[src/hdl/rpv_pkg.sv]
// rpv_pkg: shared types and constants for the ripng packet validator
// no dependencies; imported by every module of the block
`timescale 1ns / 1ps

package rpv_pkg;

    localparam logic [3:0] ST_OK          = 4'd0;
    localparam logic [3:0] ST_LENGTH      = 4'd1;
    localparam logic [3:0] ST_NOT_UDP     = 4'd2;
    localparam logic [3:0] ST_PORT        = 4'd3;
    localparam logic [3:0] ST_COMMAND     = 4'd4;
    localparam logic [3:0] ST_VERSION     = 4'd5;
    localparam logic [3:0] ST_ZERO        = 4'd6;
    localparam logic [3:0] ST_METRIC      = 4'd7;
    localparam logic [3:0] ST_PREFIX_LEN  = 4'd8;
    localparam logic [3:0] ST_ROUTE_TAG   = 4'd9;
    localparam logic [3:0] ST_INCONSIST   = 4'd10;

    localparam logic [16:0] POS_MAX       = 17'h1FFFF;
    localparam logic [11:0] COUNT_MAX     = 12'd4095;
    localparam logic [7:0]  NEXT_HOP      = 8'hFF;
    localparam logic [7:0]  PROTO_UDP     = 8'd17;
    localparam logic [7:0]  METRIC_INF    = 8'd16;
    localparam logic [7:0]  ADDR_BITS     = 8'd128;
    localparam logic [15:0] DEFAULT_PORT  = 16'd521;

    // one classified event from the parser: an entry record, a status record or both
    typedef struct packed {
        logic        has_entry;
        logic        has_status;
        logic [7:0]  command;
        logic [63:0] addr_high;
        logic [63:0] addr_low;
        logic [15:0] tag;
        logic [7:0]  plen;
        logic [7:0]  metric;
        logic [3:0]  code;
        logic [11:0] count;
    } rpv_event_t;

    function automatic logic [3:0] ctz8(input logic [7:0] v);
        logic [3:0] n;
        n = 4'd8;
        for (int i = 7; i >= 0; i--) begin
            if (v[i])
            begin
                n = 4'(i);
            end
        end
        return n;
    endfunction

endpackage

[src/hdl/rpv_front.sv]
// rpv_front: byte parser, header and entry checks, builds one event per completed entry or packet end
// depends on rpv_pkg
`timescale 1ns / 1ps

module rpv_front
    import rpv_pkg::*;
(
    input  logic             clk,
    input  logic             rst_n,
    input  logic             rip_udp_port_we,
    input  logic [15:0]      rip_udp_port_wdata,
    input  logic             accept,
    input  logic [7:0]       byte_value,
    input  logic             last_byte,
    output logic             ev_push,
    output rpv_event_t       ev_data
);

    logic [15:0] port_reg;
    logic [16:0] pos_reg,   pos_next;
    logic [15:0] plen16_reg, plen16_next;
    logic [7:0]  udp_hi_reg, udp_hi_next;
    logic [7:0]  cmd_reg,   cmd_next;
    logic [3:0]  err_reg,   err_next;
    logic [63:0] addr0_reg, addr0_next;
    logic [63:0] addr1_reg, addr1_next;
    logic [15:0] tag_reg,   tag_next;
    logic [7:0]  eplen_reg, eplen_next;
    logic [7:0]  tz_reg,    tz_next;
    logic [4:0]  off_reg,   off_next;
    logic [11:0] seen_reg,  seen_next;

    logic        in_entry;
    logic        entry_end;
    logic [3:0]  chk;
    logic [15:0] udp_len;
    logic [15:0] udp_rem;
    logic [17:0] len;
    logic        len_bad;

    // multiple-of-20 test: divisible by 4 and by 5 (nibble sum, since 16 = 1 mod 5)
    function automatic logic mult20(input logic [15:0] x);
        logic [5:0] s;
        logic [4:0] t;
        s = 6'(x[3:0]) + 6'(x[7:4]) + 6'(x[11:8]) + 6'(x[15:12]);
        t = 5'(s[5:4]) + 5'(s[3:0]);
        if (t >= 5'd15) t = t - 5'd15;
        if (t >= 5'd10) t = t - 5'd10;
        if (t >= 5'd5)  t = t - 5'd5;
        return (t == 5'd0) && (x[1:0] == 2'b00);
    endfunction

    always_ff @(posedge clk or negedge rst_n)
    begin
        if (!rst_n)
        begin
            port_reg <= DEFAULT_PORT;
        end
        else if (rip_udp_port_we)
        begin
            port_reg <= rip_udp_port_wdata;
        end
    end

    assign in_entry  = (pos_reg >= 17'd52) && (pos_reg != POS_MAX);
    assign entry_end = in_entry && (off_reg == 5'd19);
    assign udp_len   = {udp_hi_reg, byte_value};
    assign udp_rem   = udp_len - 16'd12;

    always_comb
    begin
        chk = ST_OK;
        if (byte_value == NEXT_HOP)
        begin
            if (eplen_reg != 8'd0)       chk = ST_PREFIX_LEN;
            else if (tag_reg != 16'd0)   chk = ST_ROUTE_TAG;
        end
        else if (byte_value < 8'd1 || byte_value > METRIC_INF)
        begin
            chk = ST_METRIC;
        end
        else if (eplen_reg > ADDR_BITS)
        begin
            chk = ST_PREFIX_LEN;
        end
        else if (eplen_reg != ADDR_BITS - tz_reg)
        begin
            chk = ST_INCONSIST;
        end
    end

    always_comb
    begin
        pos_next    = (pos_reg != POS_MAX) ? pos_reg + 17'd1 : pos_reg;
        plen16_next = plen16_reg;
        udp_hi_next = udp_hi_reg;
        cmd_next    = cmd_reg;
        err_next    = err_reg;
        addr0_next  = addr0_reg;
        addr1_next  = addr1_reg;
        tag_next    = tag_reg;
        eplen_next  = eplen_reg;
        tz_next     = tz_reg;
        off_next    = off_reg;
        seen_next   = seen_reg;

        if (pos_reg < 17'd52)
        begin
            case (pos_reg[5:0])
                6'd4:  plen16_next = {byte_value, 8'd0};
                6'd5:  plen16_next = {plen16_reg[15:8], byte_value};
                6'd6:  if (byte_value != PROTO_UDP && err_reg == ST_OK) err_next = ST_NOT_UDP;
                6'd40, 6'd42:
                    if (byte_value != port_reg[15:8] && err_reg == ST_OK) err_next = ST_PORT;
                6'd41, 6'd43:
                    if (byte_value != port_reg[7:0] && err_reg == ST_OK) err_next = ST_PORT;
                6'd44: udp_hi_next = byte_value;
                6'd45:
                    if ((udp_len < 16'd12 || !mult20(udp_rem)) && err_reg == ST_OK)
                        err_next = ST_LENGTH;
                6'd48:
                begin
                    cmd_next = byte_value;
                    if (byte_value != 8'd1 && byte_value != 8'd2 && err_reg == ST_OK)
                        err_next = ST_COMMAND;
                end
                6'd49: if (byte_value != 8'd1 && err_reg == ST_OK) err_next = ST_VERSION;
                6'd50, 6'd51: if (byte_value != 8'd0 && err_reg == ST_OK) err_next = ST_ZERO;
                default: ;
            endcase
        end
        else if (in_entry)
        begin
            off_next = (off_reg == 5'd19) ? 5'd0 : off_reg + 5'd1;
            if (off_reg < 5'd8)
            begin
                addr0_next = {addr0_reg[55:0], byte_value};
            end
            else if (off_reg < 5'd16)
            begin
                addr1_next = {addr1_reg[55:0], byte_value};
            end
            else if (off_reg == 5'd16)
            begin
                tag_next = {byte_value, 8'd0};
            end
            else if (off_reg == 5'd17)
            begin
                tag_next = {tag_reg[15:8], byte_value};
            end
            else if (off_reg == 5'd18)
            begin
                eplen_next = byte_value;
            end
            else
            begin
                if (err_reg == ST_OK) err_next = chk;
                if (seen_reg != COUNT_MAX) seen_next = seen_reg + 12'd1;
            end
            // running trailing-zero count over the address bytes
            if (off_reg < 5'd16)
            begin
                if (byte_value != 8'd0)
                    tz_next = 8'(ctz8(byte_value));
                else
                    tz_next = (off_reg == 5'd0) ? 8'd8 : tz_reg + 8'd8;
            end
        end
    end

    assign len     = 18'(pos_reg) + 18'd1;
    assign len_bad = (len < 18'd52) || ((18'(plen16_reg) + 18'd40) != len);

    assign ev_push            = accept && (entry_end || last_byte);
    assign ev_data.has_entry  = entry_end;
    assign ev_data.has_status = last_byte;
    assign ev_data.command    = cmd_next;
    assign ev_data.addr_high  = addr0_reg;
    assign ev_data.addr_low   = addr1_reg;
    assign ev_data.tag        = tag_reg;
    assign ev_data.plen       = eplen_reg;
    assign ev_data.metric     = byte_value;
    assign ev_data.code       = len_bad ? ST_LENGTH : err_next;
    assign ev_data.count      = seen_next;

    always_ff @(posedge clk or negedge rst_n)
    begin
        if (!rst_n)
        begin
            pos_reg    <= '0;
            plen16_reg <= '0;
            udp_hi_reg <= '0;
            cmd_reg    <= '0;
            err_reg    <= ST_OK;
            addr0_reg  <= '0;
            addr1_reg  <= '0;
            tag_reg    <= '0;
            eplen_reg  <= '0;
            tz_reg     <= '0;
            off_reg    <= '0;
            seen_reg   <= '0;
        end
        else if (accept)
        begin
            if (last_byte)
            begin
                pos_reg    <= '0;
                plen16_reg <= '0;
                udp_hi_reg <= '0;
                cmd_reg    <= '0;
                err_reg    <= ST_OK;
                addr0_reg  <= '0;
                addr1_reg  <= '0;
                tag_reg    <= '0;
                eplen_reg  <= '0;
                tz_reg     <= '0;
                off_reg    <= '0;
                seen_reg   <= '0;
            end
            else
            begin
                pos_reg    <= pos_next;
                plen16_reg <= plen16_next;
                udp_hi_reg <= udp_hi_next;
                cmd_reg    <= cmd_next;
                err_reg    <= err_next;
                addr0_reg  <= addr0_next;
                addr1_reg  <= addr1_next;
                tag_reg    <= tag_next;
                eplen_reg  <= eplen_next;
                tz_reg     <= tz_next;
                off_reg    <= off_next;
                seen_reg   <= seen_next;
            end
        end
    end

endmodule

[src/hdl/rpv_queue.sv]
// rpv_queue: two-deep event queue between parser and output sequencer
// depends on rpv_pkg
`timescale 1ns / 1ps

module rpv_queue
    import rpv_pkg::*;
(
    input  logic        clk,
    input  logic        rst_n,
    input  logic        push,
    input  rpv_event_t  push_data,
    output logic        full,
    input  logic        pop,
    output logic        empty,
    output rpv_event_t  head
);

    rpv_event_t  slot_reg [2];
    logic        wr_reg, wr_next;
    logic        rd_reg, rd_next;
    logic [1:0]  cnt_reg, cnt_next;

    assign full  = (cnt_reg == 2'd2);
    assign empty = (cnt_reg == 2'd0);
    assign head  = slot_reg[rd_reg];

    always_comb
    begin
        wr_next  = push ? ~wr_reg : wr_reg;
        rd_next  = pop ? ~rd_reg : rd_reg;
        cnt_next = cnt_reg + 2'(push) - 2'(pop);
    end

    always_ff @(posedge clk)
    begin
        if (push)
        begin
            slot_reg[wr_reg] <= push_data;
        end
    end

    always_ff @(posedge clk or negedge rst_n)
    begin
        if (!rst_n)
        begin
            wr_reg  <= 1'b0;
            rd_reg  <= 1'b0;
            cnt_reg <= 2'd0;
        end
        else
        begin
            wr_reg  <= wr_next;
            rd_reg  <= rd_next;
            cnt_reg <= cnt_next;
        end
    end

endmodule

[src/hdl/rpv_back.sv]
// rpv_back: turns each queued event into one or two result words
// depends on rpv_pkg
`timescale 1ns / 1ps

module rpv_back
    import rpv_pkg::*;
(
    input  logic        clk,
    input  logic        rst_n,
    input  logic        empty,
    input  rpv_event_t  head,
    output logic        pop,
    output logic        result_valid,
    input  logic        result_ready,
    output logic        is_status,
    output logic [7:0]  command,
    output logic [63:0] prefix_high,
    output logic [63:0] prefix_low,
    output logic [15:0] rte_tag,
    output logic [7:0]  prefix_length,
    output logic [7:0]  metric,
    output logic [3:0]  status_code,
    output logic [11:0] entry_count,
    output logic        last_result
);

    // set once the entry word of a two-word event has gone out
    logic phase_reg, phase_next;
    logic fire;

    assign result_valid  = !empty;
    assign fire          = result_valid && result_ready;
    assign is_status     = phase_reg || !head.has_entry;
    assign pop           = fire && (is_status || !head.has_status);
    assign phase_next    = pop ? 1'b0 : (fire ? 1'b1 : phase_reg);

    assign command       = head.command;
    assign prefix_high   = is_status ? 64'd0 : head.addr_high;
    assign prefix_low    = is_status ? 64'd0 : head.addr_low;
    assign rte_tag       = is_status ? 16'd0 : head.tag;
    assign prefix_length = is_status ? 8'd0 : head.plen;
    assign metric        = is_status ? 8'd0 : head.metric;
    assign status_code   = is_status ? head.code : ST_OK;
    assign entry_count   = head.count;
    assign last_result   = is_status;

    always_ff @(posedge clk or negedge rst_n)
    begin
        if (!rst_n)
        begin
            phase_reg <= 1'b0;
        end
        else
        begin
            phase_reg <= phase_next;
        end
    end

endmodule

[src/hdl/ripng_packet_validator.sv]
// ripng packet validator: one packet byte per cycle in while byte_ready is high, entry and status words out
// each event is registered in the two-deep event queue before its words are presented
// throughput: one byte per cycle while the two-deep event queue has room; a byte that
// ends both an entry and the packet yields two output words, and byte_ready stays
// low while the queue is full
// reset: asynchronous active low, clears parser state and queue, port register to 521
`timescale 1ns / 1ps

module ripng_packet_validator
    import rpv_pkg::*;
(
    input  logic        clk,
    input  logic        rst_n,
    input  logic        rip_udp_port_we,
    input  logic [15:0] rip_udp_port_wdata,
    input  logic        byte_valid,
    output logic        byte_ready,
    input  logic [7:0]  byte_value,
    input  logic        last_byte,
    output logic        result_valid,
    input  logic        result_ready,
    output logic        is_status,
    output logic [7:0]  command,
    output logic [63:0] prefix_high,
    output logic [63:0] prefix_low,
    output logic [15:0] rte_tag,
    output logic [7:0]  prefix_length,
    output logic [7:0]  metric,
    output logic [3:0]  status_code,
    output logic [11:0] entry_count,
    output logic        last_result
);

    logic       full, empty, ev_push, pop;
    rpv_event_t ev_data, head;

    assign byte_ready = !full;

    rpv_front u_front (
        .clk                (clk),
        .rst_n              (rst_n),
        .rip_udp_port_we    (rip_udp_port_we),
        .rip_udp_port_wdata (rip_udp_port_wdata),
        .accept             (byte_valid && byte_ready),
        .byte_value         (byte_value),
        .last_byte          (last_byte),
        .ev_push            (ev_push),
        .ev_data            (ev_data)
    );

    rpv_queue u_queue (
        .clk       (clk),
        .rst_n     (rst_n),
        .push      (ev_push),
        .push_data (ev_data),
        .full      (full),
        .pop       (pop),
        .empty     (empty),
        .head      (head)
    );

    rpv_back u_back (
        .clk           (clk),
        .rst_n         (rst_n),
        .empty         (empty),
        .head          (head),
        .pop           (pop),
        .result_valid  (result_valid),
        .result_ready  (result_ready),
        .is_status     (is_status),
        .command       (command),
        .prefix_high   (prefix_high),
        .prefix_low    (prefix_low),
        .rte_tag       (rte_tag),
        .prefix_length (prefix_length),
        .metric        (metric),
        .status_code   (status_code),
        .entry_count   (entry_count),
        .last_result   (last_result)
    );

endmodule

[config.mk]
export PLATFORM = sky130hd
export DESIGN_NAME = ripng_packet_validator
export DESIGN_NICKNAME = d
export VERILOG_FILES = /design/src/hdl/rpv_pkg.sv /design/src/hdl/rpv_front.sv /design/src/hdl/rpv_queue.sv /design/src/hdl/rpv_back.sv /design/src/hdl/ripng_packet_validator.sv
export SDC_FILE = /design/constraint.sdc
export NUM_CORES = 1
export LEC_CHECK = 0
export BUFFER_PORTS_ARGS = -buffer_cell sky130_fd_sc_hd__buf_2
export CORE_ASPECT_RATIO = 1.25
export CORE_MARGIN = 8
export CORE_UTILIZATION = 60
export CTS_CLUSTER_SIZE = 14
export DETAILED_ROUTE_END_ITERATION = 10
export PLACE_DENSITY = 0.8
export SETUP_SLACK_MARGIN = 0.5
export SLEW_MARGIN = 10
export SYNTH_ARGS = -nofsm -noshare
export SYNTH_HDL_FRONTEND = slang
export SYNTH_SLANG_ARGS = --single-unit
[constraint.sdc]
create_clock -name clk -period 17.2 [get_ports clk]
set_clock_uncertainty 0.2 [all_clocks]
set_input_delay 1.72 -clock clk [delete_from_list [all_inputs] [get_ports clk]]
set_output_delay 1.72 -clock clk [all_outputs]
set_load 0.005 [all_outputs]
# Word-level counts from Yosys, hierarchy flattened

Memory sizes are Yosys's and may differ from the RTL's.
Cells that the tools add are included.

Memories kept: 1
Memory bits (writable): 372
Bits in registers: 251
Output and inout bits: 188
Word-level logic and storage cells: 250

Reductions and logical operators: 60
Order comparisons: 12
Add/subtract/negate cells: 17
Muxes and demuxes: 105
Equal/unequal tests: 34
Bitwise operators: 2

Memories:

| name             | words | width | rd ports | clocked after Yosys merged registers in | write ports | RTL line        | source |
|---|---|---|---|---|---|---|---|
| u_queue.slot_reg | 2     | 186   | 1        | 0                                       | 1           | rpv_queue.sv:18 | `rpv_event_t slot_reg [2];` |

Operators with widths:

| cell                                                                | count |
|---|---|
| two-way mux 64 bit                                                  | 11 |
| two-way mux 8 bit                                                   | 23 |
| two-way mux 16 bit                                                  | 9 |
| two-way mux 4 bit                                                   | 32 |
| two-way mux 12 bit                                                  | 9 |
| two-way mux 5 bit                                                   | 13 |
| == test 6 bit (second input constant)                               | 10 |
| two-way mux 17 bit                                                  | 2 |
| one-hot mux 16 bit (2 select lines)                                 | 1 |
| one-hot mux 4 bit (7 select lines)                                  | 1 |
| != test 8 bit                                                       | 3 |
| == test 5 bit (second input constant)                               | 4 |
| nonzero test 2 bit                                                  | 10 |
| adder 17 x 1 -> 18 bit (second input constant)                      | 1 |
| == test 6 x 3 -> 1 bit (second input constant)                      | 3 |
| < comparator 18 x 6 -> 1 bit (second input constant)                | 1 |
| != test 18 bit                                                      | 1 |
| adder 16 x 6 -> 17 bit (second input constant)                      | 1 |
| adder 17 x 1 -> 17 bit (second input constant)                      | 1 |
| greater-or-equal comparator 17 x 6 -> 1 bit (second input constant) | 1 |
| < comparator 17 x 6 -> 1 bit (second input constant)                | 1 |
| != test 17 bit (second input constant)                              | 1 |
| < comparator 16 x 4 -> 1 bit (second input constant)                | 1 |
| nonzero test 16 bit                                                 | 1 |
| other kinds (43)                                                    | 89 |

# Logic depth before layout (Yosys ltp)

Depth in word-level cells: 26
Gate-level depth with buffers: 29

# By module

A second synthesis with hierarchy kept.

Cells, all modules: 2011
Area, all modules: 28269.6 um^2

Modules (own cells, without submodules):

| module                 | cells an instance | area each (um^2) | instances |
|---|---|---|---|
| rpv_queue              | 594               | 14154.8          | 1 |
| rpv_front              | 1204              | 12537.0          | 1 |
| rpv_back               | 211               | 1567.8           | 1 |
| ripng_packet_validator | 2                 | 10.0             | 1 |

# Worst setup path after synthesis

OpenSTA, ideal clock, no wires.

Path type: in2reg
From: in last_byte
To: mem u_queue.slot_reg[0][0] in the netlist's numbering (enable)
Arrival: 14.867 ns
Stages on the path: 4
Library setup time: 0.960 ns
Setup slack: 1.174 ns
Cell sequence: clkbuf_1 -> clkbuf_1 -> nor2_1 -> nor3_1

Cells in the longest elaborated chain, start to end: 4

RTL lines:

| item                                    | RTL line                     | source |
|---|---|---|
| start: declaration                      | ripng_packet_validator.sv:19 | `input logic last_byte,` |
| logical OR 1 bit                        | rpv_front.sv:174             | `assign ev_push = accept && (entry_end \|\| last_byte);` |
| logical AND 1 bit                       | rpv_front.sv:174             |  |
| two-way mux 1 bit                       | rpv_queue.sv:36              | `if (push)` |
| two-way mux 1 bit (not written as such) | rpv_queue.sv:38              | `slot_reg[wr_reg] <= push_data;` |
| end: declaration                        | rpv_queue.sv:18              |  |

Every way passes these cells.

==> results.md <==
- Rel. slew slack: 25.5%
- CTS tree: yes
- RSZ-0062 raised after global routing: false
- Slowest stage delay, CP: 630 ps
- DR vias/cell: 5.98
- Synth Area in Compound Gates: 8.12%
- Routability Congestion: 0.933
- Synthesized area per cell: 13.0 sq um
- Cell family with most CP delay: simple AND/OR/NAND/NOR gates
- Clk sinks: 623
- Status: completed
- CP Data Required Time: 17300 ps
- Worst-margin pin slew: 1120 ps
- Fin cells: 2884
- # H-tree levels: 2
- Ant diodes: 0
- Vias after detailed routing: 17200
- Largest area contributor in the synthesized netlist: edfxtp_1
- Post-CTS Setup Bufs: 0
- Initial antenna violation count: 0
- Die H: 254 um
- Simple-Gate Fraction of Synth Area: 10.9%
- Synth top area cells: edfxtp_1 (41%), dfrtp_1 (23%), mux2i_1 (6.4%), nor2_1 (3.1%), a22o_1 (2.8%)
- Most frequent cell after synthesis: edfxtp_1
- Hold Fails Final Rpt: 0
- Setup_tns: 0 ps
- DP Area: 0.0286 sq mm
- FP Rows: 87
- Post-synthesis sequential area ratio: 64.4%
- PortBufs: 217
- Finish-stage setup viols: 0
- Die area: 0.0523 sq mm
- Final Max Tran Viols: 0
- Area grow syn2layout: 12.1%
- Post-synthesis mux area share: 9.05%
- Number of flip-flops in the largest register: 372
- Post-cts resize count: 0
- Largest net degree at the start of global routing: 129
- Max Fanout on Critical Path: 22
- Mapped Area: 0.0271 sq mm
- DIE WIDTH: 206 um
- Total track usage: 23.0%
- Max Fclk: 121 MHz
- Post-synth top cells: edfxtp_1 (372), dfrtp_1 (248), nor2_1 (225), mux2i_1 (172), nand2_1 (142)
- Root Driver: clkbuf_16
- Post-synth top area share: 41.2%
- HPWL after DPL: 40200 um
- Drt pass-1 iters: 5
- Syn nets: 2158
- Yosys reg bits: 623
- Number of fill cells: 3166
- Crit path time final: 8240 ps
- Post-synth EDFFs: 372
- Core area: 0.0448 sq mm
- Power Density: 154 mW/mm^2
- Initial core utilization: 60.4%
- Worst VDD drop: 357 uV
- Ports: 218
- Nets@finish: 2326
- Total power: 4.68 mW
- Crit path capture type: flip-flop
- Clock Path Buffers: 3
- Multi-input logic area: 0.00903 sq mm
- Post-Route WL: 61200 um
- Post-route cell area: 0.0304 sq mm
- Maxcap violations: 0
- Arrival time worst endpoint: 8340 ps
- First-pass GRT wire length: 95200 um
- Cell variety after synth: 78
- Post-synthesis xor/xnor area fraction: 3.21%
- Min-Delay Path Class: reg -> reg
- Crit start category: input port
- Lkg Pwr: 12.6 nW
- Share of cells above drive strength 1: 17.8%
- TritonCTS Buffers: 56
- Sequential Area: 0.0175 sq mm
- Routed wire per std cell: 21.2 um
- Period utilization: 47.9%
- Top_reg_cell synth: edfxtp_1
- DR iter-0 viols: 1220
- Hold_buf cts: 0
- Largest family of logic cells by synthesized area: simple AND/OR/NAND/NOR gates
- Ys async rst share: 40.3%
- Yosys warns: 0
- Mapped Cells: 2091
- Crit Path Category: in -> reg
- Number of global-route vias before repair: 17100
- Latest clock arrival within the worst-skew pair: 580 ps
- DP Cell Count: 2779
- Post-synthesis adder-cell area fraction: 1.90%
- Clock transition at path regs: 70 ps
- Slowest-stage cell, CP: or4_4
- Remaining Overflow, GRT: 0
- CP Buf/Inv Count: 3
- Residual DRC count: 0
- Post-route ant nets: 0
==> layer usage <==
| metal | wire, um | GRT usage [%] |
|---|---|---|
| met2 | 31000 | 39.6 |
| met1 | 24600 | 29.6 |
| met4 | 2140 | 8.35 |
| met3 | 3460 | 2.83 |
| met5 | 0 | 0 |
==> final cells by class <==
type / instances / area share, %
inverter: 34 / 0.428
clock buffer: 87 / 5.26
tap: 578 / 2.38
clock inverter: 18 / 0.610
timing repair buffer: 237 / 4.10
multi-input combinational: 1307 / 29.7
sequential: 623 / 57.5
==> metrics by stage <==
step           setup WS, ps  utilization (%)  hold WS, ps
2_1_floorplan          1170                -          242
3_5_place_dp           8500             63.8          256
3_3_place_gp           8940             63.8          249
5_1_grt                8630             67.7          286
6_report               8960             67.7          269
4_1_cts                9110             67.7          275
==> cells by family (layout without fill, tap and decap cells) <==
kind of cell	Yosys count	in the layout
flip-flops	623	623
multiplexers	237	237
buffers and inverters	161	376
XOR/XNOR	96	96
AND/OR/NAND/NOR	607	607
adder cells (fa/ha/maj)	37	37
AO/OA/AOI/OAI	330	330
==> path summary, 6_finish.rpt <==
kind | slack [ps] | endpoint | cells after the start | start
worst min-delay path | 270 | u_queue.slot_reg[1][171]$_DFFE_PP_ | 0 | u_front.addr0_reg[59]$_DFFE_PN0P_
worst min register to register | 270 | u_queue.slot_reg[1][171]$_DFFE_PP_ | 0 | u_front.addr0_reg[59]$_DFFE_PN0P_
worst max register to register | 10510 | u_queue.slot_reg[0][12]$_DFFE_PP_ | 24 | u_front.udp_hi_reg[0]$_DFFE_PN0P_
worst max-delay path | 8960 | u_queue.slot_reg[0][12]$_DFFE_PP_ | 26 | byte_value[4]
min in group asynchronous | 890 | u_front.port_reg[1]$_DFFE_PN0P_ | 1 | rst_n
max in group asynchronous | 14030 | u_front.addr1_reg[11]$_DFFE_PN0P_ | 3 | rst_n
==> cell usage in the layout, fill, tap and decap left out, drive strengths merged, types with 67 or more instances in the layout <==
| cell type | count |
|---|---|
| edfxtp | 372 |
| a22o | 88 |
| clkbuf | 87 |
| nand2b | 73 |
| xnor2 | 67 |
| buf | 237 |
| nor2 | 226 |
| nand2 | 142 |
| mux2i | 172 |
| o21ai | 138 |
| dfrtp | 248 |
==> worst register-to-register path, cell delays in order (launching register included) <==
cell and delay [ps]:
dfrtp_1 420, or3_4 420, or3_4 360, or3_4 400, xor2_1 210, fa_1 460
inv_1 80, ha_1 160, inv_1 50, fa_1 400, nor2b_1 110, o21ai_0 90
nand2b_1 140, ha_1 160, a21oi_1 70, o21ai_0 590, nand2_1 280, and3_1 250
ha_1 280, nand2b_1 170, a21oi_1 170, a21oi_1 70, or4_1 470, o2111ai_1 250
nand4bb_1 150
==> power breakdown <==
group	internal [mW]	leakage [nW]	total [mW]	switching, mW
Combinational	0.588	4.85	1.48	0.887
Clock	0.685	0.871	1.20	0.517
Sequential	1.83	6.86	2.00	0.167
(Power assumes the default switching activity.)
